--- src/rtl/core/tph_pkg.sv ---
// Shared command and status codes for the timed position history unit.
package tph_pkg;

  // Command field values.
  localparam logic CMD_RECORD = 1'b0;
  localparam logic CMD_LOOKUP = 1'b1;

  // Status field values.
  localparam logic [2:0] ST_RECORDED = 3'd0;
  localparam logic [2:0] ST_EXACT    = 3'd1;
  localparam logic [2:0] ST_INTERP   = 3'd2;
  localparam logic [2:0] ST_EARLY    = 3'd3;
  localparam logic [2:0] ST_LATE     = 3'd4;
  localparam logic [2:0] ST_EMPTY    = 3'd5;

  // Fraction width of the interpolation weight.
  localparam int unsigned FRAC_W = 16;

endpackage

--- src/rtl/core/timed_position_history_unit.sv ---
// Timed position history unit: circular history memory, binary search and interpolation.
// A record word writes the newest entry into a circular memory, and its result strobes on the
// next cycle. A lookup word on a filled history runs a binary search over the stored stamps,
// with each probe going through the single registered memory read port, for up to
// floor(log2(DEPTH))+1 probes plus one read of the older neighbor, then one more read
// for the newer neighbor, a restoring divide for the fraction and one shared multiplier
// used in turn for the three axes. A lookup keeps busy_o high while it runs, and its result
// strobes on the cycle after. Entries older than the recorded samples are held in fill
// registers, so no clearing pass is needed. The result is shown for one cycle on done_o and
// cannot be stalled.
module timed_position_history_unit
  import tph_pkg::*;
#(
  parameter int unsigned DEPTH = 16
) (
  input  logic               clk_i,
  input  logic               rst_ni,
  input  logic               start_i,
  output logic               busy_o,
  input  logic               command_i,
  input  logic        [31:0] stamp_i,
  input  logic signed [31:0] pos_x_i,
  input  logic signed [31:0] pos_y_i,
  input  logic signed [31:0] pos_z_i,
  input  logic signed [31:0] fill_x_i,
  input  logic signed [31:0] fill_y_i,
  input  logic signed [31:0] fill_z_i,
  output logic               done_o,
  output logic signed [31:0] out_x_o,
  output logic signed [31:0] out_y_o,
  output logic signed [31:0] out_z_o,
  output logic        [2:0]  status_o
);

  localparam int unsigned AW = (DEPTH > 1) ? $clog2(DEPTH) : 1;
  localparam int unsigned CW = $clog2(DEPTH + 1);
  localparam int unsigned IW = CW + 1;
  localparam logic [CW-1:0] DEPTH_C = CW'(DEPTH);
  localparam logic signed [IW-1:0] DEPTH_S = IW'(DEPTH);
  localparam logic signed [IW-1:0] LAST_S = IW'(DEPTH - 1);

  // State codes.
  localparam logic [3:0] S_IDLE = 4'd0;
  localparam logic [3:0] S_SRCH = 4'd1;
  localparam logic [3:0] S_CMP  = 4'd2;
  localparam logic [3:0] S_ONE  = 4'd3;
  localparam logic [3:0] S_A    = 4'd4;
  localparam logic [3:0] S_B    = 4'd5;
  localparam logic [3:0] S_DIV  = 4'd6;
  localparam logic [3:0] S_MUL  = 4'd7;
  localparam logic [3:0] S_ADD  = 4'd8;

  logic [3:0] state_q, state_d;
  logic filled_q;
  logic [CW-1:0] cnt_q;
  logic [AW-1:0] wp_q;

  // Fill entry that stands for every slot older than the recorded samples.
  logic [31:0] fill_t_q;
  logic signed [31:0] fill_x_q, fill_y_q, fill_z_q;

  // Lookup working registers.
  logic [31:0] query_q;
  logic signed [IW-1:0] low_q, high_q;
  logic [2:0] st_q;
  logic [31:0] ta_q;
  logic signed [31:0] ax_q, ay_q, az_q, bx_q, by_q, bz_q;
  logic [32:0] rem_q;
  logic [31:0] span_q;
  logic [FRAC_W-1:0] frac_q;
  logic [3:0] step_q;
  logic [1:0] axis_q;
  logic signed [49:0] prod_q;
  logic done_q;
  logic signed [31:0] ox_q, oy_q, oz_q;
  logic [2:0] ost_q;

  // History memory: {stamp, x, y, z} per word.
  logic [127:0] mem [DEPTH];
  logic [127:0] rdata_q;
  logic real_q;
  logic rd_en;
  logic [AW-1:0] rd_lidx;
  logic [AW:0] phys_sum;
  logic [AW-1:0] rd_addr;
  logic rd_real;
  logic wr_en;

  assign busy_o = (state_q != S_IDLE);
  wire accept = start_i && !busy_o;
  assign wr_en = accept && (command_i == CMD_RECORD);

  // Logical index 0 is the oldest; map it onto the circular memory.
  assign phys_sum = {1'b0, wp_q} + {1'b0, rd_lidx};
  assign rd_addr = (phys_sum >= (AW+1)'(DEPTH)) ? AW'(phys_sum - (AW+1)'(DEPTH))
                                                 : phys_sum[AW-1:0];
  assign rd_real = ({1'b0, rd_lidx} >= (DEPTH_C - cnt_q));

  // Memory write and registered read.
  always_ff @(posedge clk_i) begin
    if (wr_en) begin
      mem[wp_q] <= {stamp_i, pos_x_i, pos_y_i, pos_z_i};
    end
    if (rd_en) begin
      rdata_q <= mem[rd_addr];
      real_q  <= rd_real;
    end
  end

  // Entry fields as read, with old slots served from the fill registers.
  logic [31:0] rd_t;
  logic signed [31:0] rd_x, rd_y, rd_z;
  assign rd_t = real_q ? rdata_q[127:96] : fill_t_q;
  assign rd_x = real_q ? rdata_q[95:64]  : fill_x_q;
  assign rd_y = real_q ? rdata_q[63:32]  : fill_y_q;
  assign rd_z = real_q ? rdata_q[31:0]   : fill_z_q;

  // Search midpoint and read address selection.
  logic signed [IW-1:0] mid;
  logic signed [IW-1:0] mid_q;
  assign mid = low_q + ((high_q - low_q) >>> 1);

  always_comb begin
    rd_en   = 1'b0;
    rd_lidx = '0;
    case (state_q)
      S_SRCH: begin
        rd_en = 1'b1;
        if (low_q > high_q) begin
          if (low_q <= 0) begin
            rd_lidx = '0;
          end else if (low_q >= DEPTH_S) begin
            rd_lidx = LAST_S[AW-1:0];
          end else begin
            rd_lidx = AW'(low_q - 1);
          end
        end else begin
          rd_lidx = mid[AW-1:0];
        end
      end
      S_A: begin
        rd_en   = 1'b1;
        rd_lidx = low_q[AW-1:0];
      end
      default: begin
        rd_en = 1'b0;
      end
    endcase
  end

  // Divider step and shared multiplier.
  logic [32:0] rem_dbl;
  logic signed [32:0] diff;
  logic signed [31:0] sel_a, sel_b;
  logic signed [49:0] sum_res;
  assign rem_dbl = {rem_q[31:0], 1'b0};

  always_comb begin
    case (axis_q)
      2'd0: begin
        sel_a = ax_q;
        sel_b = bx_q;
      end
      2'd1: begin
        sel_a = ay_q;
        sel_b = by_q;
      end
      default: begin
        sel_a = az_q;
        sel_b = bz_q;
      end
    endcase
  end
  assign diff = 33'(sel_b) - 33'(sel_a);
  assign sum_res = 50'(sel_a) + (prod_q >>> FRAC_W);

  always_comb begin
    state_d = state_q;
    case (state_q)
      S_IDLE: begin
        if (accept && command_i == CMD_LOOKUP && filled_q) begin
          state_d = S_SRCH;
        end
      end
      S_SRCH: begin
        if (low_q > high_q) begin
          state_d = ((low_q <= 0) || (low_q >= DEPTH_S)) ? S_ONE : S_A;
        end else begin
          state_d = S_CMP;
        end
      end
      S_CMP:   state_d = (rd_t == query_q) ? S_IDLE : S_SRCH;
      S_ONE:   state_d = S_IDLE;
      S_A:     state_d = S_B;
      S_B: begin
        if (rd_t > ta_q && query_q > ta_q && (query_q - ta_q) < (rd_t - ta_q)) begin
          state_d = S_DIV;
        end else begin
          state_d = S_MUL;
        end
      end
      S_DIV:   state_d = (step_q == 4'd15) ? S_MUL : S_DIV;
      S_MUL:   state_d = S_ADD;
      S_ADD:   state_d = (axis_q == 2'd2) ? S_IDLE : S_MUL;
      default: state_d = S_IDLE;
    endcase
  end

  // Control state.
  always_ff @(posedge clk_i or negedge rst_ni) begin
    if (!rst_ni) begin
      state_q  <= S_IDLE;
      filled_q <= 1'b0;
      cnt_q    <= '0;
      wp_q     <= '0;
      done_q   <= 1'b0;
    end else begin
      state_q <= state_d;
      done_q  <= 1'b0;
      if (wr_en) begin
        filled_q <= 1'b1;
        if (cnt_q != DEPTH_C) begin
          cnt_q <= cnt_q + CW'(1);
        end
        wp_q <= (wp_q == AW'(DEPTH - 1)) ? '0 : wp_q + AW'(1);
      end
      if (accept && (command_i == CMD_RECORD || !filled_q)) begin
        done_q <= 1'b1;
      end
      if ((state_q == S_CMP && rd_t == query_q) || state_q == S_ONE ||
          (state_q == S_ADD && axis_q == 2'd2)) begin
        done_q <= 1'b1;
      end
    end
  end

  // Datapath registers.
  always_ff @(posedge clk_i) begin
    case (state_q)
      S_IDLE: begin
        if (accept) begin
          query_q <= stamp_i;
          low_q   <= '0;
          high_q  <= LAST_S;
          if (command_i == CMD_RECORD) begin
            ox_q  <= '0;
            oy_q  <= '0;
            oz_q  <= '0;
            ost_q <= ST_RECORDED;
            if (!filled_q) begin
              fill_t_q <= stamp_i;
              fill_x_q <= fill_x_i;
              fill_y_q <= fill_y_i;
              fill_z_q <= fill_z_i;
            end
          end else if (!filled_q) begin
            ox_q  <= pos_x_i;
            oy_q  <= pos_y_i;
            oz_q  <= pos_z_i;
            ost_q <= ST_EMPTY;
          end
        end
      end
      S_SRCH: begin
        mid_q <= mid;
        st_q  <= (low_q <= 0) ? ST_EARLY : ST_LATE;
      end
      S_CMP: begin
        if (rd_t == query_q) begin
          ox_q  <= rd_x;
          oy_q  <= rd_y;
          oz_q  <= rd_z;
          ost_q <= ST_EXACT;
        end else if (rd_t < query_q) begin
          low_q <= mid_q + IW'(1);
        end else begin
          high_q <= mid_q - IW'(1);
        end
      end
      S_ONE: begin
        ox_q  <= rd_x;
        oy_q  <= rd_y;
        oz_q  <= rd_z;
        ost_q <= st_q;
      end
      S_A: begin
        ta_q <= rd_t;
        ax_q <= rd_x;
        ay_q <= rd_y;
        az_q <= rd_z;
      end
      S_B: begin
        bx_q   <= rd_x;
        by_q   <= rd_y;
        bz_q   <= rd_z;
        axis_q <= 2'd0;
        step_q <= '0;
        rem_q  <= {1'b0, query_q - ta_q};
        span_q <= rd_t - ta_q;
        if (rd_t > ta_q && query_q > ta_q) begin
          frac_q <= '1;
        end else begin
          frac_q <= '0;
        end
      end
      S_DIV: begin
        step_q <= step_q + 4'd1;
        if (rem_dbl >= {1'b0, span_q}) begin
          rem_q  <= rem_dbl - {1'b0, span_q};
          frac_q <= {frac_q[FRAC_W-2:0], 1'b1};
        end else begin
          rem_q  <= rem_dbl;
          frac_q <= {frac_q[FRAC_W-2:0], 1'b0};
        end
      end
      S_MUL: begin
        prod_q <= 50'(diff) * $signed({1'b0, frac_q});
      end
      S_ADD: begin
        case (axis_q)
          2'd0:    ox_q <= sum_res[31:0];
          2'd1:    oy_q <= sum_res[31:0];
          default: oz_q <= sum_res[31:0];
        endcase
        ost_q  <= ST_INTERP;
        axis_q <= axis_q + 2'd1;
      end
      default: begin
        ost_q <= ost_q;
      end
    endcase
  end

  assign done_o   = done_q;
  assign out_x_o  = ox_q;
  assign out_y_o  = oy_q;
  assign out_z_o  = oz_q;
  assign status_o = ost_q;

`ifndef SYNTHESIS
  a_cnt_range: assert property (@(posedge clk_i) disable iff (!rst_ni) cnt_q <= DEPTH_C)
    else $error("sample count exceeds depth");
  a_filled_cnt: assert property (@(posedge clk_i) disable iff (!rst_ni)
    filled_q == (cnt_q != '0))
    else $error("filled flag disagrees with sample count");
  a_search_filled: assert property (@(posedge clk_i) disable iff (!rst_ni)
    (state_q != S_IDLE) |-> filled_q)
    else $error("lookup search on empty history");
  a_done_idle: assert property (@(posedge clk_i) disable iff (!rst_ni)
    done_o |-> (state_q == S_IDLE || $past(state_q) == S_IDLE))
    else $error("result strobe while lookup still running");
`endif

endmodule

--- config.mk ---
export PLATFORM = sky130hd
export DESIGN_NAME = timed_position_history_unit
export DESIGN_NICKNAME = d
export VERILOG_FILES = /design/src/rtl/core/tph_pkg.sv /design/src/rtl/core/timed_position_history_unit.sv
export SDC_FILE = /design/constraint.sdc
export NUM_CORES = 2
export LEC_CHECK = 0
export BUFFER_PORTS_ARGS = -buffer_cell sky130_fd_sc_hd__buf_2
export CORE_MARGIN = 2
export CORE_UTILIZATION = 60
export DETAILED_ROUTE_END_ITERATION = 10
export PLACE_DENSITY = 0.79
export SYNTH_ARGS = -nofsm -noshare
export SYNTH_HDL_FRONTEND = slang
export SYNTH_SLANG_ARGS = --single-unit
--- constraint.sdc ---
create_clock -name clk_i -period 19.1 [get_ports clk_i]
set_input_delay 5.73 -clock clk_i [delete_from_list [all_inputs] [get_ports clk_i]]
set_output_delay 5.73 -clock clk_i [all_outputs]
set_load 0.1 [all_outputs]
==> impl_metrics.yaml <==
floorplanning:
  num_rows: 173
  core_um2: 222700
  dieArea_um2: 228200
  dieHeight_um: 477.7
  start_util: 0.6044
  fp.dieW_um: 477.7
  io_pins: 329
clocking:
  cts_buffers: 283
  cts_tree: "done"
  post_cts_resized: 0
  cts_buffer_depth: 4
  cts_sinks: 2813
  cts_hold_buffers: 0
  clk_pin_slew_ns: 0.07
  post_cts.repair.setup_buffers: 0
  cts_root_buf: "clkbuf_16"
  htreeDepth: 5
  clk_latency_ns: 0.94
run:
  drv_cap: 0
timing:
  finalClockSkew_ns: 0.07032
  setup_tns_ns: 0
  hold_violations: 0
  setup_slack_ns: 8.063
  fin_crit_ns: 11.04
  finalMaxSlewViolations: 0
  tightest_slew_ns: 1.419
  max_freq_mhz: 90.60
  min_period_over_period: 0.5779
  setup_viol: 0
  rsz0062_at_grt: "no"
  max_slew_margin: 0.05084
  whs_ns: 0.4862
logic_synthesis:
  ys_warn_count: 0
  synth_common_cells: "2798 x edfxtp_1, 803 x inv_1, 527 x nand2_1"
  syn_inst: 8400
  synth-main-ff-cell: "edfxtp_1"
  synth_edf_count: 2798
  ys_types: 98
  synth_top_area_cell: "edfxtp_1"
  syn_area_um2: 134600
  synth_top_area_frac: 0.6242
  synthAdderAreaFrac: 0.1074
  synthXorXnorAreaFrac: 0.01420
  avgSynthCellArea_um2: 16.03
  yosysMostFrequentCell: "edfxtp_1"
  synth_top_family_by_area: "multiplexers"
  ys_top_cells_by_area: "edfxtp_1 62%, mux4_2 8.6%, fa_1 7.3%, ha_1 3.4%, inv_1 2.2%"
  synth_simple_gate_area_frac: 0.05111
  synth_compound_area_frac: 0.05818
  seq_area_frac_synth: 0.6270
  ys_async_sr_fraction: 0.005332
  synth.area.mux_share: 0.1082
  syn_nets: 9486
  ys_seq_elements: 2813
placement:
  place_ws_ns: 8.201
  place.gp.congestion: 0.9510
  place_area_um2: 140000
  port-buffer-count: 328
  dp_hpwl_mm: 228.0
global_routing:
  grt_max_degree: 152
  grt_pass1_vias: 81033
  grt_pass1_wl_mm: 555.0
  track_usage: 0.3371
  antenna_found_initial: 86
  overflow: 0
routing:
  ant_nets: 0
  viasPerCell: 6.663
  dr.pass1.iters: 6
  drc: 0
  drt_iter0_markers: 12185
  drt-total-wl_mm: 384.9
  wl_per_cell_um: 32.11
  vias: 79892
setup_path:
  path_class: "reg -> reg"
  end_kind: "register"
  crit_top_cell: "fa_1"
  rr_worst_depth: 37
  start_kind: "register"
  worst-endpoint-arrival_ns: 11.69
  crit_fanout: 66
  cp_slowest_cell: "nand2_1"
  worstPathRequired_ns: 19.75
  slowest_delay_ns: 0.64
cells_and_area:
  seq_area_um2: 84400
  syn_to_final_growth_pct: 10.59
  multiInputGateArea_um2: 45990
  nFillCells: 14162
  drive_gt1_frac: 0.1786
  fin_nets: 9848
  final_cell_area_um2: 148900
worst_hold_path:
  min_path_cells: 1
  min_path_type: "reg -> reg"
outcome:
  outcome: "finished clean"
==> layout make-up <==
type,count,share of cell area
clock buffers,342,0.05049
multi-input cells,4384,0.3089
repair buffers,476,0.01958
diodes,55,0.0009245
inverters,804,0.02031
well taps,2975,0.02500
clock inverters,141,0.007875
flip-flops and latches,2813,0.5669
==> layout by cell type (no fill, tap or decap), drive strengths merged, types with 41 or more instances in the layout <==
| master | instances |
|---|---|
| o21ai | 130 |
| nand3 | 56 |
| nand2b | 42 |
| xnor2 | 145 |
| a211oi | 149 |
| buf | 476 |
| and2 | 238 |
| clkinv | 102 |
| nor2 | 154 |
| fa | 492 |
| edfxtp | 2798 |
| diode | 55 |
| nor3 | 45 |
| inv | 813 |
| a21o | 144 |
| ha | 366 |
| nor2b | 177 |
| a22oi | 55 |
| mux2i | 157 |
| o21a | 41 |
| xor2 | 69 |
| a21oi | 318 |
| mux2 | 130 |
| clkbuf | 342 |
| a221o | 72 |
| nand2 | 527 |
| mux4 | 512 |
==> worst max-delay path, delay by kind of cell (launching register included) <==
| kind | cells | cell delay [ns] |
|---|---|---|
| AOI/OAI and AO/OA | 10 | 2.51 |
| adders and majority gates | 10 | 4.31 |
| buffers and inverters | 6 | 1.18 |
| and+or+nand+nor | 10 | 1.90 |
| DFF | 1 | 0.42 |
| xor gates and xnor gates | 1 | 0.35 |
==> state kept, by name, summed over array words and instances (netlist names), 16 cells and up <==
signal	flops
ax_q	32
ay_q	32
az_q	32
bx_q	32
by_q	32
bz_q	32
fill_t_q	32
fill_x_q	32
fill_y_q	32
fill_z_q	32
frac_q	16
mem	2048
out_x_o	32
out_y_o	32
out_z_o	32
prod_q	32
query_q	32
rdata_q	128
rem_q	32
span_q	32
ta_q	32
==> per-stage QoR <==
step / cells / util
after floorplan: 8400 / -
after detailed placement: 11452 / 0.6287
after global routing: 11963 / 0.6681
final: 11990 / 0.6684
after CTS: 11935 / 0.6678
after global placement: 11452 / 0.6287
==> per-layer routing <==
metal	track usage	routed length, um	share of wire
met1	0.4549	133400	0.35
met2	0.5115	177900	0.46
met3	0.08453	51580	0.13
met4	0.1764	21530	0.056
met5	0.006092	531	0.0014
==> path summary, 6_finish.rpt <==
path                                    startpoint                     end  slack (ns)
max                        axis_q[0]$_SDFFCE_PN0P_    prod_q[47]$_DFFE_PP_        8.06
min                           cnt_q[4]$_DFFE_PN0P_    cnt_q[4]$_DFFE_PN0P_        0.49
max reg2reg                axis_q[0]$_SDFFCE_PN0P_    prod_q[47]$_DFFE_PP_        8.06
min reg2reg                   cnt_q[4]$_DFFE_PN0P_    cnt_q[4]$_DFFE_PN0P_        0.49
max in group asynchronous                   rst_ni     wp_q[1]$_DFFE_PN0P_       14.06
min in group asynchronous                   rst_ni  state_q[0]$_DFFE_PN0P_        4.76
==> cells by family after synthesis <==
logic type                 Yosys count
muxes                              799
adders and majority gates          861
and+or+nand+nor                   1370
buffers and inverters             1203
DFF                               2813
xor gates and xnor gates           215
AOI/OAI and AO/OA                 1139
Power is not shown: default switching activity piles up to over one toggle a cycle in this logic, so the estimate is an artifact.
